### src/design/quadratic_probe_map_insert_unit_assert.svh
// ----------------------------------------------------------------------------
// quadratic probe map insert assertion macros
// clocked assertion helpers used by the insert unit
// ----------------------------------------------------------------------------
`ifndef QUADRATIC_PROBE_MAP_INSERT_UNIT_ASSERT_SVH
`define QUADRATIC_PROBE_MAP_INSERT_UNIT_ASSERT_SVH

// property checked on every clock edge outside reset
`define QPMI_ASSERT(label, prop, msg) \
  label: assert property (@(posedge clk_i) disable iff (!rst_ni) (prop)) else $error(msg);

// implication checked on every clock edge outside reset
`define QPMI_ASSERT_IMP(label, ante, cons, msg) \
  label: assert property (@(posedge clk_i) disable iff (!rst_ni) (ante) |-> (cons)) \
    else $error(msg);

// next-cycle implication checked outside reset
`define QPMI_ASSERT_NXT(label, ante, cons, msg) \
  label: assert property (@(posedge clk_i) disable iff (!rst_ni) (ante) |=> (cons)) \
    else $error(msg);

`endif

### src/design/qpmi_pkg.sv
// ----------------------------------------------------------------------------
// qpmi_pkg
// shared types and constants of the quadratic probe map insert unit
// ----------------------------------------------------------------------------
package qpmi_pkg;

  localparam int unsigned DefTableSlots = 1024;
  localparam int unsigned KeyW          = 32;
  localparam int unsigned PageW         = 32;
  localparam int unsigned CntOutW       = 11;

  localparam logic [CntOutW-1:0] CapReset = 11'd512;
  localparam logic [CntOutW-1:0] ProbeSat = 11'h7FF;

  // request codes
  localparam logic REQ_INSERT = 1'b0;
  localparam logic REQ_CLEAR  = 1'b1;

  // status codes
  localparam logic [1:0] ST_NEW     = 2'd0;
  localparam logic [1:0] ST_UPDATED = 2'd1;
  localparam logic [1:0] ST_FULL    = 2'd2;
  localparam logic [1:0] ST_CLEARED = 2'd3;

  // one slot of the table
  typedef struct packed {
    logic             used;
    logic [KeyW-1:0]  key;
    logic [PageW-1:0] page;
  } slot_t;

  // sequencer commands to the probe generator
  typedef struct packed {
    logic load;
    logic advance;
  } probe_cmd_t;

endpackage

### src/design/qpmi_probe_gen.sv
// ----------------------------------------------------------------------------
// qpmi_probe_gen
// quadratic probe address generator, one probe step per advance
// ----------------------------------------------------------------------------
module qpmi_probe_gen #(
  parameter int unsigned TableSlots = 1024,
  localparam int unsigned SlotAw = $clog2(TableSlots),
  localparam int unsigned CntW = SlotAw + 1
) (
  input  logic                  clk_i,
  input  logic                  rst_ni,
  input  qpmi_pkg::probe_cmd_t  cmd_i,
  input  logic [SlotAw-1:0]     hash_i,
  output logic [SlotAw-1:0]     idx_o,
  output logic [CntW-1:0]       probes_o,
  output logic                  exhausted_o
);
  import qpmi_pkg::*;

  // offset i*i+i grows by 2*(i+1) from one probe to the next
  logic [SlotAw-1:0] idx_q, idx_d;
  logic [SlotAw-1:0] step_q, step_d;
  logic [CntW-1:0]   cnt_q, cnt_d;

  always_comb begin
    idx_d  = idx_q;
    step_d = step_q;
    cnt_d  = cnt_q;
    if (cmd_i.load) begin
      idx_d  = hash_i;
      step_d = SlotAw'(2);
      cnt_d  = CntW'(1);
    end else if (cmd_i.advance) begin
      idx_d  = idx_q + step_q;
      step_d = step_q + SlotAw'(2);
      cnt_d  = cnt_q + CntW'(1);
    end
  end

  always_ff @(posedge clk_i or negedge rst_ni) begin
    if (!rst_ni) begin
      idx_q  <= '0;
      step_q <= '0;
      cnt_q  <= '0;
    end else begin
      idx_q  <= idx_d;
      step_q <= step_d;
      cnt_q  <= cnt_d;
    end
  end

  assign idx_o       = idx_q;
  assign probes_o    = cnt_q;
  assign exhausted_o = (cnt_q == CntW'(TableSlots));

endmodule

### config.mk
export PLATFORM = sky130hd
export DESIGN_NAME = qpmi_probe_gen
export DESIGN_NICKNAME = d
export VERILOG_FILES = /design/src/design/quadratic_probe_map_insert_unit_assert.svh /design/src/design/qpmi_pkg.sv /design/src/design/qpmi_probe_gen.sv
export SDC_FILE = /design/constraint.sdc
export NUM_CORES = 1
export LEC_CHECK = 0
export BUFFER_PORTS_ARGS = -buffer_cell sky130_fd_sc_hd__buf_2
export CAP_MARGIN = 20
export CORE_MARGIN = 3
export CORE_UTILIZATION = 45
export DETAILED_ROUTE_END_ITERATION = 7
export PLACE_DENSITY = 0.67
export SETUP_SLACK_MARGIN = 0.1
export SYNTH_ARGS = -nofsm -noshare
export SYNTH_HDL_FRONTEND = slang
export SYNTH_SLANG_ARGS = --single-unit
### constraint.sdc
create_clock -name clk_i -period 6.02 [get_ports clk_i]
set_clock_uncertainty 0.2 [all_clocks]
set_input_delay 0.602 -clock clk_i [delete_from_list [all_inputs] [get_ports clk_i]]
set_output_delay 0.602 -clock clk_i [all_outputs]
set_load 0.01 [all_outputs]
# After elaboration in Yosys (flattened, before gate mapping)
# Index checks and enable logic that the tools add are counted.
# word_totals
register_bits,31
in_bits,14
out_inout_bits,22
wordCells,14
# op_classes
addsub,3
n_eq_ne,1
mux,6
reduce_logical,1
# op_table
operator,n
10-bit two-way mux,4
11-bit two-way mux,2
"11-bit by 1-bit adder with 11-bit output, second input constant",1
"11-bit equality test, second input constant",1
10-bit adder,1
"10-bit by 2-bit adder with 10-bit output, second input constant",1
2-bit nonzero test,1

# Logic depth before layout (Yosys ltp)
# depth
ltp_word,3
mapped_depth,7
mapped_depth_nobuf,6

# Worst setup path after synthesis
# OpenSTA, ideal clock, no wires.
# synth_timing
kind,flip-flop to flip-flop
start,"register idx_q[6], in the netlist idx_o[6]"
end,"register idx_q[9], in the netlist idx_o[9]"
setup_ps,92
arrival_time_ps,1882
required_time_ps,5728
path_slack_ps,3846
stages_incl_launch_ff,8
n_path_buf,1
period_less_slack_ps,2174
cell_sequence,dfrtp_1 -> ha_1 -> buf_6 -> nand3_1 -> o32a_2 -> mux2i_1 -> o31a_1 -> o31ai_2
# synth_between
elab_chain_len,3
# synth_lines
element,line,text
from (decl),qpmi_probe_gen.sv:21,"logic [SlotAw-1:0] idx_q, idx_d;"
from (signal assigned),qpmi_probe_gen.sv:46,idx_q <= idx_d;
10-bit adder,qpmi_probe_gen.sv:34,idx_d = idx_q + step_q;
10-bit two-way mux,qpmi_probe_gen.sv:33,end else if (cmd_i.advance) begin
10-bit two-way mux,qpmi_probe_gen.sv:29,if (cmd_i.load) begin
# Every way passes these cells. The select of a mux whose other input is x is not followed.
# A chain may end at the register's enable or synchronous reset.

# Final worst setup path
# layout_timing
start,register step_q[4]
end,"register idx_q[9], in the netlist idx_o[9]"
# layout_between
elab_chain_len,3
# layout_lines
element,line,text
from (decl),qpmi_probe_gen.sv:22,"logic [SlotAw-1:0] step_q, step_d;"
from (signal assigned),qpmi_probe_gen.sv:47,step_q <= step_d;
10-bit adder,qpmi_probe_gen.sv:34,
10-bit two-way mux,qpmi_probe_gen.sv:33,
10-bit two-way mux,qpmi_probe_gen.sv:29,
# Every way passes these cells. The select of a mux whose other input is x is not followed.

==> flow_metrics.py <==
metrics = {
    "sta": {
        "final-setup-viol-count": 0,
        "hold_viol": 0,
        "final-max-slew-violation-count": 0,
        "rsz0062_at_grt": "no",
        "finalCriticalPeriod_ps": 2330,
        "min_period_over_period": 0.388,
        "worst_slew_pin_slew_ps": 691,
        "setup_slack_ps": 3690,
        "fin_setup_tns_ps": 0,
        "fmax_mhz": 428,
        "relSlewSlack": 0.539,
    },
    "detailed_routing": {
        "vias": 1472,
        "initialDrtViolationCount": 89,
        "finalWirelength_mm": 3.71,
        "first_pass_iters": 4,
        "ant_nets": 0,
        "drc_errors": 0,
        "wire_per_inst_um": 13.4,
        "vias_per_cell": 5.31,
    },
    "global_route": {
        "grt-ovfl-total": 0,
        "grtUsageTotal": 0.164,
        "grt_max_degree": 40,
        "grt_pass1_wl_mm": 6.48,
        "grt_pass1_vias": 1412,
        "antenna_found_initial": 0,
    },
    "power": {
        "combPwrFrac": 0.196,
        "clock_power_share": 0.342,
        "ir_drop_uv": 183,
        "p_leak_nw": 1.01,
        "p_sw_frac": 0.291,
        "switching_power_uw": 143,
        "p_per_area_nw_per_um2": 235,
        "total_power_uw": 492,
        "p_int_uw": 348,
        "seqPwrFrac": 0.462,
    },
    "cts": {
        "clockRootBuffer": "clkbuf_8",
        "cts_tree": "yes",
        "clkTransAtPathRegs_ps": 70,
        "numCtsBuffers": 5,
        "cts_setup_buffers": 0,
        "hold_buffers": 0,
        "cts-resized-gates": 0,
        "clockBufferDepth": 2,
        "insertion_delay_ps": 280,
        "cts-htree-levels": 2,
        "cts.sinks": 30,
    },
    "synth": {
        "synth.area.top_cells": "dfrtp_1, ha_1, xor2_1, a21oi_1, nand2_1",
        "syn_inst": 192,
        "yosys_warnings": 0,
        "synth_top_cell_by_area": "dfrtp_1",
        "syn_nets": 218,
        "yosysSeqAreaShare": 0.417,
        "synth.avg_cell_area_um2": 9.37,
        "syn_area_um2": 1800,
        "synthDistinctLibCells": 37,
        "ys_seq_elements": 30,
        "synth_top_area_share": 0.417,
    },
    "floorplanning": {
        "die_area_um2": 4790,
        "fp.dieW_um": 69.2,
        "io_pins": 36,
        "die_y_um": 69.2,
        "core_area_um2": 3740,
        "start_util": 0.481,
        "num_rows": 22,
    },
    "run": {
        "drv_cap": 0,
    },
    "critical_path": {
        "crit_chain": "ha_1 -> nand3_1 -> o32a_2 -> mux2i_1 -> o31a_1 -> o31ai_2",
        "crit_arrival_ps": 2330,
        "crit_family": "compound AO/OA/AOI/OAI gates",
        "critPathBufInv": 0,
        "critPathMaxFanout": 6,
        "worst_setup_path_start_kind": "flop",
        "slowest_delay_ps": 450,
        "crit_type": "flop to flop",
        "required_ps": 6010,
        "end_kind": "flop",
        "cp_slowest_cell": "dfrtp_1",
    },
    "placed_design": {
        "dpl_worst_slack_ps": 3550,
        "port-buffer-count": 35,
        "hpwl_mm": 2.63,
        "gp_congestion": 0.792,
        "place_area_um2": 2000,
    },
    "final_layout": {
        "n_antenna_cell": 0,
        "nFillCells": 387,
        "multi_input_area_um2": 992,
        "nNetsFinal": 254,
        "design_area_um2": 2100,
        "regArea_um2": 751,
        "drive_gt1_frac": 0.210,
        "area_growth_syn_to_layout_pct": 16.5,
    },
    "status": {
        "status": "finished clean",
    },
    "worst_hold_path": {
        "hold_class": "primary input to async pin",
    },
}
## flip-flops by register name (all words and copies together), names as in the netlist
name,count
probes_o,11
step_q,9
idx_o,10
## kinds of logic (layout without fill, tap and decap cells)
kind of cell | after synthesis | count (layout) | share of synthesized area
DFF | 30 | 30 | 0.417
and+or+nand+nor | 68 | 68 | 0.188
AOI/OAI and AO/OA | 44 | 44 | 0.153
muxes | 7 | 7 | 0.0396
buffers and inverters | 13 | 50 | 0.0313
adders and majority gates | 12 | 12 | 0.0834
xor gates and xnor gates | 18 | 18 | 0.0876
## power groups by stage
stage	Clock, mW	Combinational, mW	Sequential, mW
after floorplan	0	0.0631	0.234
after global placement	0	0.0957	0.231
after detailed placement	0	0.0967	0.231
after CTS	0.173	0.0974	0.227
after global routing	0.179	0.110	0.229
final	0.168	0.0962	0.227
## final cells by class
cell class / instances / area share
inverters: 7 / 0.0125
clock inverters: 1 / 0.00239
clock buffers: 7 / 0.0412
well taps: 48 / 0.0287
repair buffers: 35 / 0.0836
flip-flops and latches: 30 / 0.358
multi-input cells: 149 / 0.473
## per-stage QoR
step	hold slack, ps	instances	utilization
final	160	277	0.560
after global routing	214	277	0.560
after CTS	185	277	0.560
after detailed placement	299	269	0.535
after global placement	287	269	0.535
after floorplan	106	192	-
## layout by cell type (no fill, tap or decap), drive strengths merged, types with 2 or more instances in the layout
cell type and n:
nor4 3, or3 6, a21oi 16, and3 3, clkbuf 7, and4 3
xor2 10, nor2b 3, o21ai 13, a21o 2, inv 7, mux2i 6
ha 12, dfrtp 30, nor2 19, nand2b 3, buf 35, nand4 6
nand2 19, a22oi 3, xnor2 8, o21bai 2
## path summary, 6_finish.rpt
check,startpoint,to,slack (ps),cells past startpoint
max,step_q[4],idx_o[9],3690,6
min in group clk_i,idx_o[0],idx_o[0],310,1
max in group asynchronous,rst_ni,probes_o[2],5010,1
min,rst_ni,idx_o[8],160,1
min reg2reg,idx_o[0],idx_o[0],310,1
max reg2reg,step_q[4],idx_o[9],3690,6
## worst reg2reg max path: cells and delay by family (launching register included)
kind                       cells  cell delay (ps)
AOI/OAI and AO/OA              3              930
muxes                          1              150
DFF                            1              450
and+or+nand+nor                1              100
adders and majority gates      1              420
## layer usage
metal / global-route usage / up-vias / wire, um
met5: 0 / - / 0
met4: 0.0390 / 0 / 13
met3: 0.0493 / 2 / 176
met2: 0.255 / 28 / 1640
met1: 0.223 / 690 / 1880
li1: - / 752 / -
## synthesized netlist by cell type
cell	number
nand2_1	19
clkbuf_1	2
and2_1	1
and4_1	3
a22oi_1	3
buf_1	3
o31a_1	1
o21bai_1	2
o211ai_1	1
nand4_1	6
nand2b_1	3
xor2_1	10
mux2_2	1
o32a_2	1
inv_1	7
nor4_1	3
xnor2_1	8
o41ai_1	1
a21oi_1	15
nor2b_1	3
o31ai_2	1
a21o_1	2
and3_1	2
nand3_1	1
o2111ai_1	1
mux2i_1	6
o21ai_0	13
or3_1	6
o221ai_1	1
dfrtp_1	30
buf_6	1
a211oi_1	1
and3_2	1
ha_1	12
nor2_1	19
a21oi_2	1
or2_2	1
No activity file was read; power rests on OpenSTA's default activity.
